`src/rtl/core/xtea_pkg.sv`:
```
// Package for the XTEA block cipher: payload types, register map, constants and round helpers.
package xtea_pkg;

  localparam int unsigned WORD_W     = 32;
  localparam int unsigned KEY_WORDS  = 4;
  localparam int unsigned ROUND_W    = 7;
  localparam int unsigned CFG_IDX_W  = 3;
  localparam int unsigned MAX_ROUNDS = 64;
  // Two half-round stages per round
  localparam int unsigned NUM_STAGES = 2 * MAX_ROUNDS;

  localparam logic [WORD_W-1:0]  DELTA        = 32'h9E37_79B9;
  localparam logic [WORD_W-1:0]  KEY0_RESET   = 32'h0000_3154;
  localparam logic [WORD_W-1:0]  KEY1_RESET   = 32'h0000_5346;
  localparam logic [WORD_W-1:0]  KEY2_RESET   = 32'h0000_2157;
  localparam logic [WORD_W-1:0]  KEY3_RESET   = 32'h0000_4314;
  localparam logic [ROUND_W-1:0] ROUNDS_RESET = 7'd32;
  localparam logic [ROUND_W-1:0] ROUNDS_MAX   = ROUND_W'(MAX_ROUNDS);

  // Register map
  localparam logic [CFG_IDX_W-1:0] CFG_KEY0   = 3'd0;
  localparam logic [CFG_IDX_W-1:0] CFG_KEY1   = 3'd1;
  localparam logic [CFG_IDX_W-1:0] CFG_KEY2   = 3'd2;
  localparam logic [CFG_IDX_W-1:0] CFG_KEY3   = 3'd3;
  localparam logic [CFG_IDX_W-1:0] CFG_ROUNDS = 3'd4;

  typedef enum logic {
    OP_ENCRYPT = 1'b0,
    OP_DECRYPT = 1'b1
  } op_e;

  typedef logic [KEY_WORDS-1:0][WORD_W-1:0] key_t;

  // Input beat
  typedef struct packed {
    op_e               opcode;
    logic [WORD_W-1:0] block_first;
    logic [WORD_W-1:0] block_second;
  } cmd_t;

  // Output beat
  typedef struct packed {
    logic [WORD_W-1:0] result_first;
    logic [WORD_W-1:0] result_second;
  } rsp_t;

  // Working state carried down the pipeline
  typedef struct packed {
    op_e               opcode;
    logic [WORD_W-1:0] a;
    logic [WORD_W-1:0] b;
    logic [WORD_W-1:0] sum;
  } stage_t;

  // Per-stage control from the top level
  typedef struct packed {
    logic en;
    logic active;
    logic second_half;
  } stage_ctl_t;

  function automatic logic [WORD_W-1:0] mix(input logic [WORD_W-1:0] x);
    return ((x << 4) ^ (x >> 5)) + x;
  endfunction

endpackage

```
`src/rtl/core/xtea_stage.sv`:
```
// One XTEA half-round pipeline stage with its valid bit.
module xtea_stage (
  input  logic                clk_i,
  input  logic                rst_ni,
  input  xtea_pkg::stage_ctl_t ctl_i,
  input  xtea_pkg::key_t      key_i,
  input  logic                valid_i,
  input  xtea_pkg::stage_t    data_i,
  output logic                valid_o,
  output xtea_pkg::stage_t    data_o
);
  import xtea_pkg::*;

  logic              valid_q;
  stage_t            data_q, data_d;
  logic              update_a;
  logic              decrypt;
  logic [1:0]        key_sel;
  logic [WORD_W-1:0] mix_src;
  logic [WORD_W-1:0] target;
  logic [WORD_W-1:0] f_val;
  logic [WORD_W-1:0] target_new;

  // Which word this half updates: first half of encrypt and second half of decrypt touch a
  always_comb begin
    decrypt  = (data_i.opcode == OP_DECRYPT);
    update_a = (ctl_i.second_half == decrypt);
    mix_src  = update_a ? data_i.b : data_i.a;
    target   = update_a ? data_i.a : data_i.b;
    key_sel  = update_a ? data_i.sum[1:0] : data_i.sum[12:11];
    f_val    = mix(mix_src) ^ (data_i.sum + key_i[key_sel]);
    target_new = decrypt ? (target - f_val) : (target + f_val);
  end

  // Next working state; stages past the round count pass through
  always_comb begin
    data_d = data_i;
    if (ctl_i.active) begin
      if (update_a) begin
        data_d.a = target_new;
      end else begin
        data_d.b = target_new;
      end
      if (!ctl_i.second_half) begin
        data_d.sum = decrypt ? (data_i.sum - DELTA) : (data_i.sum + DELTA);
      end
    end
  end

  // Valid bit
  always_ff @(posedge clk_i or negedge rst_ni) begin
    if (!rst_ni) begin
      valid_q <= 1'b0;
    end else if (ctl_i.en) begin
      valid_q <= valid_i;
    end
  end

  // Payload
  always_ff @(posedge clk_i) begin
    if (ctl_i.en) begin
      data_q <= data_d;
    end
  end

  assign valid_o = valid_q;
  assign data_o  = data_q;

endmodule

```
`config.mk`:
```
export PLATFORM = sky130hd
export DESIGN_NAME = xtea_stage
export DESIGN_NICKNAME = d
export VERILOG_FILES = /design/src/rtl/core/xtea_pkg.sv /design/src/rtl/core/xtea_stage.sv
export SDC_FILE = /design/constraint.sdc
export NUM_CORES = 1
export LEC_CHECK = 0
export BUFFER_PORTS_ARGS = -buffer_cell sky130_fd_sc_hd__buf_2
export CAP_MARGIN = 15
export CORE_AREA = 2 2 183 185
export DETAILED_ROUTE_END_ITERATION = 10
export DIE_AREA = 0 0 185 187
export HOLD_SLACK_MARGIN = 0.02
export PLACE_DENSITY = 0.7
export SLEW_MARGIN = 20
export SYNTH_ARGS = -nofsm -noshare
export SYNTH_HDL_FRONTEND = slang
export SYNTH_SLANG_ARGS = --single-unit
export TNS_END_PERCENT = 20
```
`constraint.sdc`:
```
create_clock -name clk_i -period 1.2 [get_ports clk_i]
set_clock_uncertainty 0.15 [all_clocks]
set_input_delay 0.12 -clock clk_i [delete_from_list [all_inputs] [get_ports clk_i]]
set_output_delay 0.12 -clock clk_i [all_outputs]
set_load 0.005 [all_outputs]
```
==> run_results.csv <==
group,metric,value,unit
status,run_status,"finished, violations left",
status,violations,"setup timing",
yosys,synth.lib_cells_used.distinct,85,
floorplanning,die_width,185,µm
global_routing,grt_pass1_vias,14700,
finish,final_cells,2783,
yosys,synth_edf_count,97,
yosys,most_common_cell_in_the_netlist,"nand2_1",
yosys,synth_top_area_cell,"edfxtp_1",
global_routing,global_route.usage.total,26.6,%
global_routing,groute.layer.met2.usage,45.3,%
floorplanning,design.core.area,32900,µm²
setup_path,critPathMaxFanout,8,
run,max_cap_violations,0,
detailed_routing,detail_route.vias_per_cell,5.17,
floorplanning,floorplan.initialDensity,39.1,%
floorplanning,die_h,187,µm
cts,worst_setup_hold_path_clk_slew,0.07,ns
yosys,synthTopCellsByArea,"edfxtp_1 (23%), ha_1 (13%), xnor2_1 (8.3%), nand2_1 (7.3%), mux4_2 (5.6%)",
place,port_buffers,328,
yosys,yosys_warnings,0,
yosys,synth_top_area_share,22.6,%
floorplanning,core.rowCount,67,
timing,min_period_over_period,506,%
power,power_per_cell_area,2410,nW/µm²
setup_path,critical_path.startpoint_type,"primary input",
finish,finalCoreUtilization,63.0,%
timing,max_slew_margin,63.8,%
finish,layout.filler_cells,2667,
finish,nets,2694,
detailed_routing,drt_wl_total,46.5,mm
timing,tightestPinTransition,0.537,ns
setup_path,crit_arrival,6.04,ns
setup_path,critical_path_type,"primary input to flop",
place,detailed_place_hpwl,37.0,mm
detailed_routing,drt-initial-drc-count,698,
timing,grt_setup_unrepaired,"true",
yosys,post_synthesis_cell_count,1459,
cts,clock_tree_from_tritoncts,"built",
global_routing,grt_use_met1,35.6,%
finish,area_of_the_multi_input_gates,10400,µm²
yosys,async_reset_ff_share,1.02,%
timing,finalSetupViolations,100,
yosys,synth_top_cells_by_count,"nand2_1 (249), ha_1 (130), xnor2_1 (122)",
cts,tritoncts.num_buffers,9,
detailed_routing,drt_first_pass_iters,5,
timing,layout_setup_ws,-4.87,ns
timing,report.final.hold_viol_count,0,
yosys,synth_seq_cells,98,
setup_path,critical_path.endpoint_type,"flop",
power,power_leakage,9.96,nW
min_path,timing.hold.worst.class,"primary input to flop",
yosys,synth_area,12900,µm²
finish,layout-area-overhead-vs-synth,61.0,%
timing,slew_viols_final,0,
finish,drive_gt1_share,47.2,%
floorplanning,ios,329,
detailed_routing,drc,0,
setup_path,crit_path_frequent_cell,"a21oi_2",
detailed_routing,via_count,14400,
cts,cts_sinks,98,
global_routing,grt.overflow.total,0,
global_routing,initial_antenna_violation_count,4,
global_routing,maximum_number_of_pins_on_one_net_before_global_route_repair,50,
cts,h-tree-depth,3,
yosys,syn-mean-instance-area,8.82,µm²
cts,clock_tree.buffer_depth,2,
yosys,synth_top_flop_cell,"edfxtp_1",
timing,fin_crit,6.07,ns
place,globalplace.congestion,0.958,
cts,clk_root_buffer_cell,"clkbuf_16",
global_routing,grt_first_pass_wirelength,73.4,mm
detailed_routing,wire_per_inst,16.7,µm
detailed_routing,route.antenna.remaining_nets,0,
timing,timing.fmax,165,MHz
power,vdd_drop_max,0.00124,V
cts,latest_clock_arrival_within_the_worst_skew_pair,0.37,ns
place,placed_cells,2673,
setup_path,crit_required,1.17,ns
finish,area_taken_by_flip_flops_and_latches,2940,µm²
setup_path,crit_slowest_cell,"mux4_2",
global_routing,global_route.peak_usage_layer,"met2",
global_routing,met3_usage,2.75,%
yosys,synthesis.nets,1824,
setup_path,critPathMaxStageDelay,0.55,ns
place,post-place-ws,-5.35,ns
floorplanning,dieArea,34600,µm²
yosys,synth_seq_area_share,22.8,%
[through the flow]
| stage | area, µm² | power [mW] | TNS (ns) | hold WS [ns] |
|---|---|---|---|---|
| floorplan | 13000 | 25.5 | -313.41 | -0.326 |
| global placement | 18700 | 39.3 | -347.31 | -0.254 |
| detailed placement | 18700 | 40.3 | -356.87 | -0.253 |
| CTS | 20400 | 47.7 | -289.88 | 0.0201 |
| global route | 20700 | 53.3 | -317.33 | 0.0334 |
| finish | 20700 | 49.9 | -297.41 | 0.0372 |
[kinds of logic (layout without fill, tap and decap cells)]
logic type                 Yosys count  in the layout  share of synthesized area [%]
muxes                              105            105                           11.8
xor gates and xnor gates           195            195                           13.5
DFF                                 98             98                           22.8
buffers and inverters               95            970                           3.19
adders and majority gates          134            134                           13.3
and+or+nand+nor                    446            446                           15.9
other                                0              1                              0
AOI/OAI and AO/OA                  386            386                           19.5
[cell type report]
class                           instances  area share [%]
Clock buffer                           11            1.12
Multi-Input combinational cell       1266            50.0
Clock inverter                          5           0.520
Timing Repair Buffer                  906            30.6
Tap cell                              448            2.71
Sequential cell                        98            14.2
Antenna cell                            1          0.0121
Inverter                               48           0.870
[sequential cells by signal (all words and copies together) (netlist names)]
name	cells
data_o	97
valid_o	1
[path summary, 6_finish.rpt]
path                            start          to  slack (ns)  depth (start not counted)
setup / recovery           data_i[96]  data_o[60]       -4.87                         32
max in group asynchronous      rst_ni     valid_o        0.37                          3
setup reg to reg              valid_o     valid_o        0.32                          1
hold reg to reg               valid_o     valid_o        0.35                          1
hold / removal             data_i[10]  data_o[10]        0.04                          4
min in group asynchronous      rst_ni     valid_o        0.43                          3
[per-layer routing]
metal,up-vias,wire length [µm]
met2,516,22200
met1,6695,20500
met3,60,2790
met5,-,26
met4,4,891
li1,7104,-
[where the power goes]
group	internal [mW]	switching, mW
Combinational	21.4	19.4
Sequential	5.25	0.271
Clock	2.06	1.47
[worst max-delay path: cells and delay by family]
kind                       cells  cell delay [ns]
AOI/OAI and AO/OA             11             1.67
xor gates and xnor gates       4             0.80
adders and majority gates      2             0.66
buffers and inverters          5             0.69
muxes                          2             0.80
and+or+nand+nor                8             1.31
[cell usage in the layout, fill, tap and decap left out, drive strengths merged, types with 4 or more instances in the layout]
cell type      n
o21ai        101
nor2b         15
a211o          5
buf          844
nand2        250
or3            5
a2111oi        5
nand3         27
dlygate4sd3   61
mux2i         21
nand4         11
nand2b        17
o21bai        10
clkbuf        11
edfxtp        97
xor2          71
and2           8
nor3b          5
a221oi         4
mux4          32
xnor2        122
o211ai         8
nor3          13
and4           5
a31oi         22
ha           130
a21o          41
a21boi         4
inv           49
nor2          62
and3          12
nor4           4
a21oi        115
a211oi        14
mux2          52
o21a          16
o31ai         12
fa             4
or2            7
[timing repair]
| item | CTS | global route |
|---|---|---|
| setup endpoints to repair | 103 | 109 |
| hold endpoints to repair | 64 | 0 |
| setup buffers | 24 | 9 |
| pin swaps | 46 | 33 |
| gates resized for setup | 106 | 62 |
| hold buffers | 62 | 0 |
Power figures use the tool's default switching activity.
